--- config.mk ---
export PLATFORM = sky130hd
export DESIGN_NAME = spectrum_band_max_pooler_core
export DESIGN_NICKNAME = d
export VERILOG_FILES = /design/src/rtl/sbmp_pkg.sv /design/src/rtl/sbmp_front.sv /design/src/rtl/sbmp_queue.sv /design/src/rtl/sbmp_back.sv /design/src/rtl/spectrum_band_max_pooler_core.sv
export SDC_FILE = /design/constraint.sdc
export NUM_CORES = 1
export LEC_CHECK = 0
export BUFFER_PORTS_ARGS = -buffer_cell sky130_fd_sc_hd__buf_4
export CAP_MARGIN = 20
export CORE_MARGIN = 5
export CORE_UTILIZATION = 30
export DETAILED_ROUTE_END_ITERATION = 6
export GPL_ROUTABILITY_DRIVEN = 0
export GPL_TIMING_DRIVEN = 0
export HOLD_SLACK_MARGIN = 0.03
export SLEW_MARGIN = 20
export SYNTH_ARGS = -nofsm -noshare
export SYNTH_HDL_FRONTEND = slang
export SYNTH_SLANG_ARGS = --single-unit
export TNS_END_PERCENT = 5
--- constraint.sdc ---
create_clock -name clk -period 8.2 [get_ports clk]
set_clock_uncertainty 0.1 [all_clocks]
set_input_delay 0.82 -clock clk [delete_from_list [all_inputs] [get_ports clk]]
set_output_delay 0.82 -clock clk [all_outputs]
set_load 0.1 [all_outputs]
--- src/rtl/sbmp_pkg.sv ---
package sbmp_pkg;

	localparam int MaxBands = 64;
	localparam int AmpBits = 16;
	localparam int FreqBits = 32;
	localparam int CfgBits = 21;
	localparam int CountBits = 7;
	localparam int IndexBits = 6;
	localparam int QDepth = 4;
	localparam int QPtrBits = 2;

	localparam logic [CfgBits-1:0] SpacingReset = 21'd2756;
	localparam logic [CfgBits-1:0] LowWidthReset = 21'd64000;
	localparam logic [CfgBits-1:0] HighWidthReset = 21'd64000;
	localparam logic [CountBits-1:0] BandCountReset = 7'd32;
	// band 0 of the reset configuration lies in the lower half
	localparam logic [FreqBits-1:0] EdgeReset = 32'd64000;

	localparam logic [1:0] CFG_BIN_SPACING = 2'd0;
	localparam logic [1:0] CFG_LOW_BAND_WIDTH = 2'd1;
	localparam logic [1:0] CFG_HIGH_BAND_WIDTH = 2'd2;
	localparam logic [1:0] CFG_BAND_COUNT = 2'd3;

	typedef struct packed {
		logic [AmpBits-1:0] amp;
		logic last;
		logic [FreqBits-1:0] freq;
	} item_t;

	typedef struct packed {
		logic [CfgBits-1:0] spacing;
		logic [CfgBits-1:0] low_width;
		logic [CfgBits-1:0] high_width;
		logic [CountBits-1:0] n;
	} cfg_t;

	typedef struct packed {
		logic flushing;
		logic emitting;
	} bk_stat_t;

	typedef enum logic {
		BK_RUN,
		BK_FLUSH
	} bk_state_t;

	function automatic logic [FreqBits-1:0] sat_add(input logic [FreqBits-1:0] a,
			input logic [CfgBits-1:0] b);
		logic [FreqBits:0] s;
		s = {1'b0, a} + {12'd0, b};
		return s[FreqBits] ? '1 : s[FreqBits-1:0];
	endfunction

endpackage

--- src/rtl/sbmp_front.sv ---
module sbmp_front import sbmp_pkg::*; (
	input  logic clk,
	input  logic arst_n,
	input  logic item_valid,
	output logic item_ready,
	input  logic [AmpBits-1:0] amplitude,
	input  logic last_bin,
	input  logic [CfgBits-1:0] spacing,
	input  logic q_full,
	output logic push,
	output item_t push_item
);

	logic [FreqBits-1:0] freq_q;

	assign item_ready = !q_full;
	assign push = item_valid && item_ready;

	always_comb begin
		push_item.amp = amplitude;
		push_item.last = last_bin;
		push_item.freq = freq_q;
	end

	// restart the bin frequency after the last bin of a frame
	always_ff @(posedge clk or negedge arst_n) begin
		if (!arst_n) begin
			freq_q <= '0;
		end else if (push) begin
			freq_q <= last_bin ? '0 : sat_add(freq_q, spacing);
		end
	end

endmodule

--- src/rtl/sbmp_queue.sv ---
module sbmp_queue import sbmp_pkg::*; (
	input  logic clk,
	input  logic arst_n,
	input  logic push,
	input  item_t push_item,
	output logic full,
	input  logic pop,
	output item_t head_item,
	output logic empty
);

	item_t entries_q [QDepth];
	logic [QPtrBits-1:0] wr_ptr_q;
	logic [QPtrBits-1:0] rd_ptr_q;
	logic [QPtrBits:0] count_q;

	assign full = count_q == (QPtrBits+1)'(QDepth);
	assign empty = count_q == '0;
	assign head_item = entries_q[rd_ptr_q];

	always_ff @(posedge clk) begin
		if (push) begin
			entries_q[wr_ptr_q] <= push_item;
		end
	end

	always_ff @(posedge clk or negedge arst_n) begin
		if (!arst_n) begin
			wr_ptr_q <= '0;
			rd_ptr_q <= '0;
			count_q <= '0;
		end else begin
			if (push) begin
				wr_ptr_q <= wr_ptr_q + 1'b1;
			end
			if (pop) begin
				rd_ptr_q <= rd_ptr_q + 1'b1;
			end
			unique case ({push, pop})
				2'b10: count_q <= count_q + 1'b1;
				2'b01: count_q <= count_q - 1'b1;
				default: count_q <= count_q;
			endcase
		end
	end

endmodule

--- src/rtl/sbmp_back.sv ---
module sbmp_back import sbmp_pkg::*; (
	input  logic clk,
	input  logic arst_n,
	input  cfg_t cfg,
	input  logic reload,
	input  logic q_empty,
	input  item_t head_item,
	output logic pop,
	output bk_stat_t stat,
	output logic result_valid,
	input  logic result_ready,
	output logic [AmpBits-1:0] band_max,
	output logic [IndexBits-1:0] band_index,
	output logic last_band
);

	bk_state_t state_q, state_d;
	logic [FreqBits-1:0] edge_q, edge_d;
	logic [CountBits-1:0] band_q, band_d;
	logic [AmpBits-1:0] max_q, max_d;
	logic out_valid_q;

	logic hot;
	logic slot_free;
	logic emit;
	logic [CountBits-1:0] band_next;
	logic [CfgBits-1:0] width0;
	logic [CfgBits-1:0] width_next;

	assign hot = band_q < cfg.n;
	assign slot_free = !out_valid_q || result_ready;
	assign band_next = band_q + 1'b1;
	assign width0 = ((cfg.n >> 1) != '0) ? cfg.low_width : cfg.high_width;
	assign width_next = (band_next < (cfg.n >> 1)) ? cfg.low_width : cfg.high_width;

	always_ff @(posedge clk or negedge arst_n) begin
		if (!arst_n) begin
			state_q <= BK_RUN;
		end else begin
			state_q <= state_d;
		end
	end

	always_comb begin
		state_d = state_q;
		edge_d = edge_q;
		band_d = band_q;
		max_d = max_q;
		emit = 1'b0;
		pop = 1'b0;
		unique case (state_q)
			BK_RUN: begin
				if (!q_empty) begin
					if (hot && head_item.freq >= edge_q) begin
						emit = slot_free;
					end else begin
						pop = 1'b1;
						if (hot && head_item.amp > max_q) begin
							max_d = head_item.amp;
						end
						if (head_item.last) begin
							state_d = BK_FLUSH;
						end
					end
				end else if (reload && band_q == '0) begin
					edge_d = {11'd0, width0};
				end
			end
			BK_FLUSH: begin
				if (hot) begin
					emit = slot_free;
				end else begin
					band_d = '0;
					max_d = '0;
					edge_d = {11'd0, width0};
					state_d = BK_RUN;
				end
			end
			default: state_d = BK_RUN;
		endcase
		if (emit) begin
			max_d = '0;
			band_d = band_next;
			edge_d = sat_add(edge_q, width_next);
		end
	end

	always_ff @(posedge clk or negedge arst_n) begin
		if (!arst_n) begin
			edge_q <= EdgeReset;
			band_q <= '0;
			max_q <= '0;
			out_valid_q <= 1'b0;
		end else begin
			edge_q <= edge_d;
			band_q <= band_d;
			max_q <= max_d;
			if (emit) begin
				out_valid_q <= 1'b1;
			end else if (result_ready) begin
				out_valid_q <= 1'b0;
			end
		end
	end

	always_ff @(posedge clk) begin
		if (emit) begin
			band_max <= max_q;
			band_index <= band_q[IndexBits-1:0];
			last_band <= band_next == cfg.n;
		end
	end

	assign result_valid = out_valid_q;

	always_comb begin
		stat.flushing = state_q == BK_FLUSH;
		stat.emitting = emit;
	end

endmodule

--- src/rtl/spectrum_band_max_pooler_core.sv ---
// Spectrum band max pooler.
// Item channel (item_valid/item_ready, amplitude, last_bin) takes one spectrum
// bin per transfer, lowest frequency first, last_bin on the frame's final bin.
// Result channel (result_valid/result_ready, band_max, band_index, last_band)
// gives one transfer per closed band, last_band on the frame's final band.
// Config channel (cfg_valid/cfg_ready, cfg_index, cfg_data) is always ready:
// 0 bin spacing, 1 low band width, 2 high band width, 3 band count. Write it
// only while the block is idle.
// A bin enters a four-entry queue at its transfer; the first result it closes
// passes through the queue and then the result register. The band unit either
// retires a bin or closes a band, never both at once, and a last bin sends it
// into a flush that closes the remaining bands and restarts the frame.
// When a result waits and result_ready is low, the band unit holds before it
// closes another band; bins keep being taken until the queue is full, then item_ready drops.
// Reset loads the register defaults (2756, 64000, 64000, 32), empties the
// queue and starts a fresh frame at band 0.
module spectrum_band_max_pooler_core import sbmp_pkg::*; (
	input  logic clk,
	input  logic arst_n,
	input  logic item_valid,
	output logic item_ready,
	input  logic [AmpBits-1:0] amplitude,
	input  logic last_bin,
	output logic result_valid,
	input  logic result_ready,
	output logic [AmpBits-1:0] band_max,
	output logic [IndexBits-1:0] band_index,
	output logic last_band,
	input  logic cfg_valid,
	output logic cfg_ready,
	input  logic [1:0] cfg_index,
	input  logic [CfgBits-1:0] cfg_data
);

	logic [CfgBits-1:0] spacing_q;
	logic [CfgBits-1:0] low_width_q;
	logic [CfgBits-1:0] high_width_q;
	logic [CountBits-1:0] band_count_q;
	logic reload_q;
	cfg_t cfg;

	logic q_push;
	logic q_pop;
	logic q_full;
	logic q_empty;
	item_t push_item;
	item_t head_item;
	bk_stat_t bk_stat;

	assign cfg_ready = 1'b1;

	always_ff @(posedge clk or negedge arst_n) begin
		if (!arst_n) begin
			spacing_q <= SpacingReset;
			low_width_q <= LowWidthReset;
			high_width_q <= HighWidthReset;
			band_count_q <= BandCountReset;
			reload_q <= 1'b0;
		end else begin
			reload_q <= cfg_valid && cfg_ready && (cfg_index != CFG_BIN_SPACING);
			if (cfg_valid && cfg_ready) begin
				unique case (cfg_index)
					CFG_BIN_SPACING: spacing_q <= cfg_data;
					CFG_LOW_BAND_WIDTH: low_width_q <= cfg_data;
					CFG_HIGH_BAND_WIDTH: high_width_q <= cfg_data;
					CFG_BAND_COUNT: band_count_q <= cfg_data[CountBits-1:0];
					default: spacing_q <= spacing_q;
				endcase
			end
		end
	end

	always_comb begin
		cfg.spacing = spacing_q;
		cfg.low_width = low_width_q;
		cfg.high_width = high_width_q;
		cfg.n = (band_count_q > CountBits'(MaxBands)) ? CountBits'(MaxBands) : band_count_q;
	end

	sbmp_front u_front (
		.clk(clk),
		.arst_n(arst_n),
		.item_valid(item_valid),
		.item_ready(item_ready),
		.amplitude(amplitude),
		.last_bin(last_bin),
		.spacing(cfg.spacing),
		.q_full(q_full),
		.push(q_push),
		.push_item(push_item)
	);

	sbmp_queue u_queue (
		.clk(clk),
		.arst_n(arst_n),
		.push(q_push),
		.push_item(push_item),
		.full(q_full),
		.pop(q_pop),
		.head_item(head_item),
		.empty(q_empty)
	);

	sbmp_back u_back (
		.clk(clk),
		.arst_n(arst_n),
		.cfg(cfg),
		.reload(reload_q),
		.q_empty(q_empty),
		.head_item(head_item),
		.pop(q_pop),
		.stat(bk_stat),
		.result_valid(result_valid),
		.result_ready(result_ready),
		.band_max(band_max),
		.band_index(band_index),
		.last_band(last_band)
	);

	a_last_band_matches_count: assert property (@(posedge clk) disable iff (!arst_n)
		result_valid |-> (last_band == (({1'b0, band_index} + 7'd1) == cfg.n)))
		else $error("last_band disagrees with active band count");

	a_no_pop_while_flushing: assert property (@(posedge clk) disable iff (!arst_n)
		bk_stat.flushing |-> !q_pop)
		else $error("queue popped during flush");

	a_no_pop_when_empty: assert property (@(posedge clk) disable iff (!arst_n)
		q_empty |-> !q_pop)
		else $error("queue popped while empty");

	a_no_emit_and_pop: assert property (@(posedge clk) disable iff (!arst_n)
		bk_stat.emitting |-> !q_pop)
		else $error("band closed and bin retired in one cycle");

endmodule

==> impl_results.md <==
* Worst slew pin tran at 0.8539 ns
* Min cycle time layout at 5.265 ns
* Startpoint Class: register
* Max H-tree Level at 2
* Grt total ovfl at 0
* Fmax at 189.9 MHz
* CP endpoint kind: register
* Crit path required time at 8.55 ns
* R2R cell count at 16
* Status: completed
* Critical path arrival at 5.62 ns
* Final setup viols at 0
* Initial antenna violation count at 5
* Flip-flop and latch count after synthesis at 386
* Critical-path top delay cell: clkbuf_1
* Lkg Pwr at 0.008898 µW
* Count of nets after finishing at 1695
* Layout cells sized above 1 at 0.2471
* Peak VDD IR at 199.9 µV
* Largest stage delay on the critical path at 0.60 ns
* Reg2Reg Capture Point: u_queue.count_q[2]
* Die span in x at 264.4 µm
* CTS Root Cell: clkbuf_16
* Total Wirelength at 46.17 mm
* Vias in the first global route at 12820
* Library cells used by synthesis at 96
* I/O pins at 71
* Asr flop ratio synth at 0.4326
* Fill cells at 6182
* Core footprint at 64230 µm²
* CTS hold repair buffers at 0
* Syn Std Cell Area at 19410 µm²
* Post_cts resized at 0
* Pwr/cell area at 431.0 nW/µm²
* Core Rows at 93
* Final Max Tran Viols at 0
* Max FO, Critical Path at 10
* Worst slack at placement at 2.931 ns
* IO Port Bufs at 69
* ANT nets after route at 0
* Via count at 12200
* Post-synthesis simple-gate area fraction at 0.06420
* Final-report hold violation count at 0
* Clock Latency Late Sink at 0.54 ns
* CP Cell Sequence: clkbuf_1, clkbuf_1, mux4_2, ha_1, a211oi_2, o21ai_1, a311oi_2, o21ai_1, a21o_1, a211oi_2, ha_1, inv_1, fa_1, xor2_1, nor2_1, xor2_1
* Clk buf depth at 3
* Die height at 264.4 µm
* Antenna diodes at 0
* Ys flop type: edfxtp_1
* Drt pass-1 iters at 5
* Initial Util at 0.3022
* Wire per inst at 19.04 µm
* Post-CTS Setup Inserts at 0
* DRC at 0
* Post-Layout Cell Count at 2425
* CTS tree: built
* Relative slew slack at 0.4307
* Die area at 69890 µm²
* Synth Area in Compound Gates at 0.1229
* Mux cell area share after synthesis at 0.1327
* Setup WS post-layout at 2.935 ns
* XOR/XNOR Fraction of Synth Area at 0.02166
* Maxcap violations at 0
* R2r startpoint: u_queue.rd_ptr_q[1]
* Post-DP HPWL at 34.14 mm
* Mapped Cells at 1420
* Final Hold Slack at 0.09344 ns
* Syn avg cell area at 13.67 µm²
* Initial DRC Count at 675
* Adder-Cell Fraction of Synth Area at 0.07393
* Hold WC Path Type: primary input to async pin
* Seq/Total Area, Yosys at 0.5556
* Post-Place Cell Area at 21170 µm²
* Via density at 5.030
* Yosys synthesis warning count at 0
* Final period util at 0.6420
* Post-route setup TNS at 0 ns
* First-pass GRT wire length at 72.35 mm
* RSZ-0062 raised after global routing: no
* Area growth syn-to-layout at 15.98%
* CP Class: register to register
* Syn Nets at 1577
* Clock Pin Slew Worst Setup and Hold Paths at 0.06 ns
* Post-route cell area at 22510 µm²
* R2r setup slk at 2.94 ns
* Largest net degree at the start of global routing at 62
* CTS buffer count at 41
* Clock Sink Count at 386
* EDFF count, synth at 219
* Largest family of logic cells by synthesized area: multiplexers
* # placed instances at 2350
* All-Layer GR Usage at 0.1291
[sequential cells by signal (all words and copies together) (netlist names)]
signal,flops
band_count_q,7
high_width_q,21
low_width_q,21
reload_q,1
spacing_q,21
u_back.band_index,6
u_back.band_max,16
u_back.band_q,7
u_back.edge_q,32
u_back.last_band,1
u_back.max_q,16
u_back.result_valid,1
u_back.state_q,1
u_front.freq_q,32
u_queue.count_q,3
u_queue.entries_q,196
u_queue.rd_ptr_q,2
u_queue.wr_ptr_q,2
[power breakdown]
group / total, µW / internal (µW) / switching, µW
Clock: 1870 / 1090 / 772
Combinational: 4850 / 1910 / 2930
Sequential: 2990 / 2700 / 295
Total: 9700 / 5710 / 4000
[per-stage QoR]
step,total power [µW],utilization
after floorplan,6630,-
after detailed placement,7888,0.3295
after CTS,9788,0.3505
final,9703,0.3505
after global routing,10350,0.3505
after global placement,7766,0.3269
[layer usage]
layer  vias up  GRT usage  share of wire
li1       5696          -              -
met1      6190     0.1676           0.44
met2       238     0.2257           0.49
met3        69    0.01717          0.040
met4         4    0.03972          0.027
met5         -          0        0.00058
[layout make-up]
| class | instances | area, µm² | area share |
|---|---|---|---|
| buffer | 58 | 292.8 | 0.01301 |
| clock buffer | 48 | 1062 | 0.04719 |
| clock inverter | 27 | 284.0 | 0.01262 |
| inverter | 71 | 266.5 | 0.01184 |
| multi-input combinational | 905 | 8092 | 0.3594 |
| sequential | 386 | 10790 | 0.4791 |
| tap | 855 | 1070 | 0.04752 |
| timing repair buffer | 75 | 660.6 | 0.02934 |
[synthesized netlist by cell type, types with 6 or more instances]
library cell	n	area share
mux2_1	11	0.0064
mux2_2	97	0.056
nand2b_1	6	0.0019
clkbuf_1	25	0.0048
xor2_1	21	0.0095
o32ai_2	9	0.0075
mux2i_1	24	0.012
o21ai_0	37	0.0095
o21ai_1	8	0.0021
nand2_1	68	0.013
edfxtp_1	219	0.34
dfstp_2	24	0.032
nor2_1	47	0.0091
nor3_1	19	0.0049
a211oi_1	24	0.0093
nand4_1	12	0.0039
o21a_1	18	0.0070
o211ai_1	18	0.0070
buf_2	18	0.0046
inv_1	70	0.014
a21o_1	32	0.012
a31oi_1	11	0.0035
buf_1	6	0.0012
and3_1	21	0.0068
ha_1	109	0.070
nor2b_1	12	0.0039
nand3_1	18	0.0046
a21oi_1	64	0.017
a22o_1	25	0.011
mux4_2	49	0.057
xnor2_1	27	0.012
dfrtp_1	143	0.18
[logic make-up after synthesis]
kind of cell,Yosys count
AOI/OAI and AO/OA,318
xor gates and xnor gates,48
adders and majority gates,113
buffers and inverters,129
DFF,386
muxes,182
other,1
and+or+nand+nor,243
[layout by cell type (no fill, tap or decap), types with 17 or more instances in the layout]
| cell type | instances |
|---|---|
| a21o_1 | 32 |
| xor2_1 | 21 |
| dfrtp_1 | 143 |
| a211oi_1 | 24 |
| ha_1 | 109 |
| o211ai_1 | 18 |
| mux4_2 | 49 |
| o21ai_0 | 37 |
| nor3_1 | 19 |
| buf_2 | 18 |
| edfxtp_1 | 219 |
| clkbuf_16 | 41 |
| inv_1 | 70 |
| a21oi_1 | 64 |
| clkbuf_1 | 31 |
| and3_1 | 17 |
| dfstp_2 | 24 |
| a22o_1 | 25 |
| o21a_1 | 18 |
| mux2_2 | 97 |
| xnor2_1 | 27 |
| nor2_1 | 47 |
| nand3_1 | 18 |
| buf_4 | 72 |
| nand2_1 | 68 |
| mux2i_1 | 24 |
[worst max-delay path: cells and delay by family, from the launching register on]
kind / cells / cell delay (ns)
fa+ha+maj: 3 / 0.95
xor+xnor: 2 / 0.32
mux: 1 / 0.44
compound gates: 6 / 1.55
simple gates: 1 / 0.11
flops: 1 / 0.45
buf+inv: 3 / 1.24
[worst max path at each step]
stage,from,end,cells after the start
floorplan,u_queue.rd_ptr_q[0],u_queue.count_q[2],17
global placement,u_queue.rd_ptr_q[0],u_queue.count_q[2],17
detailed placement,u_queue.rd_ptr_q[1],u_queue.count_q[2],16
CTS,u_queue.rd_ptr_q[1],u_queue.count_q[2],16
global route,u_queue.rd_ptr_q[0],u_queue.count_q[2],17
finish,u_queue.rd_ptr_q[1],u_queue.count_q[2],16
(Power assumes the default switching activity.)
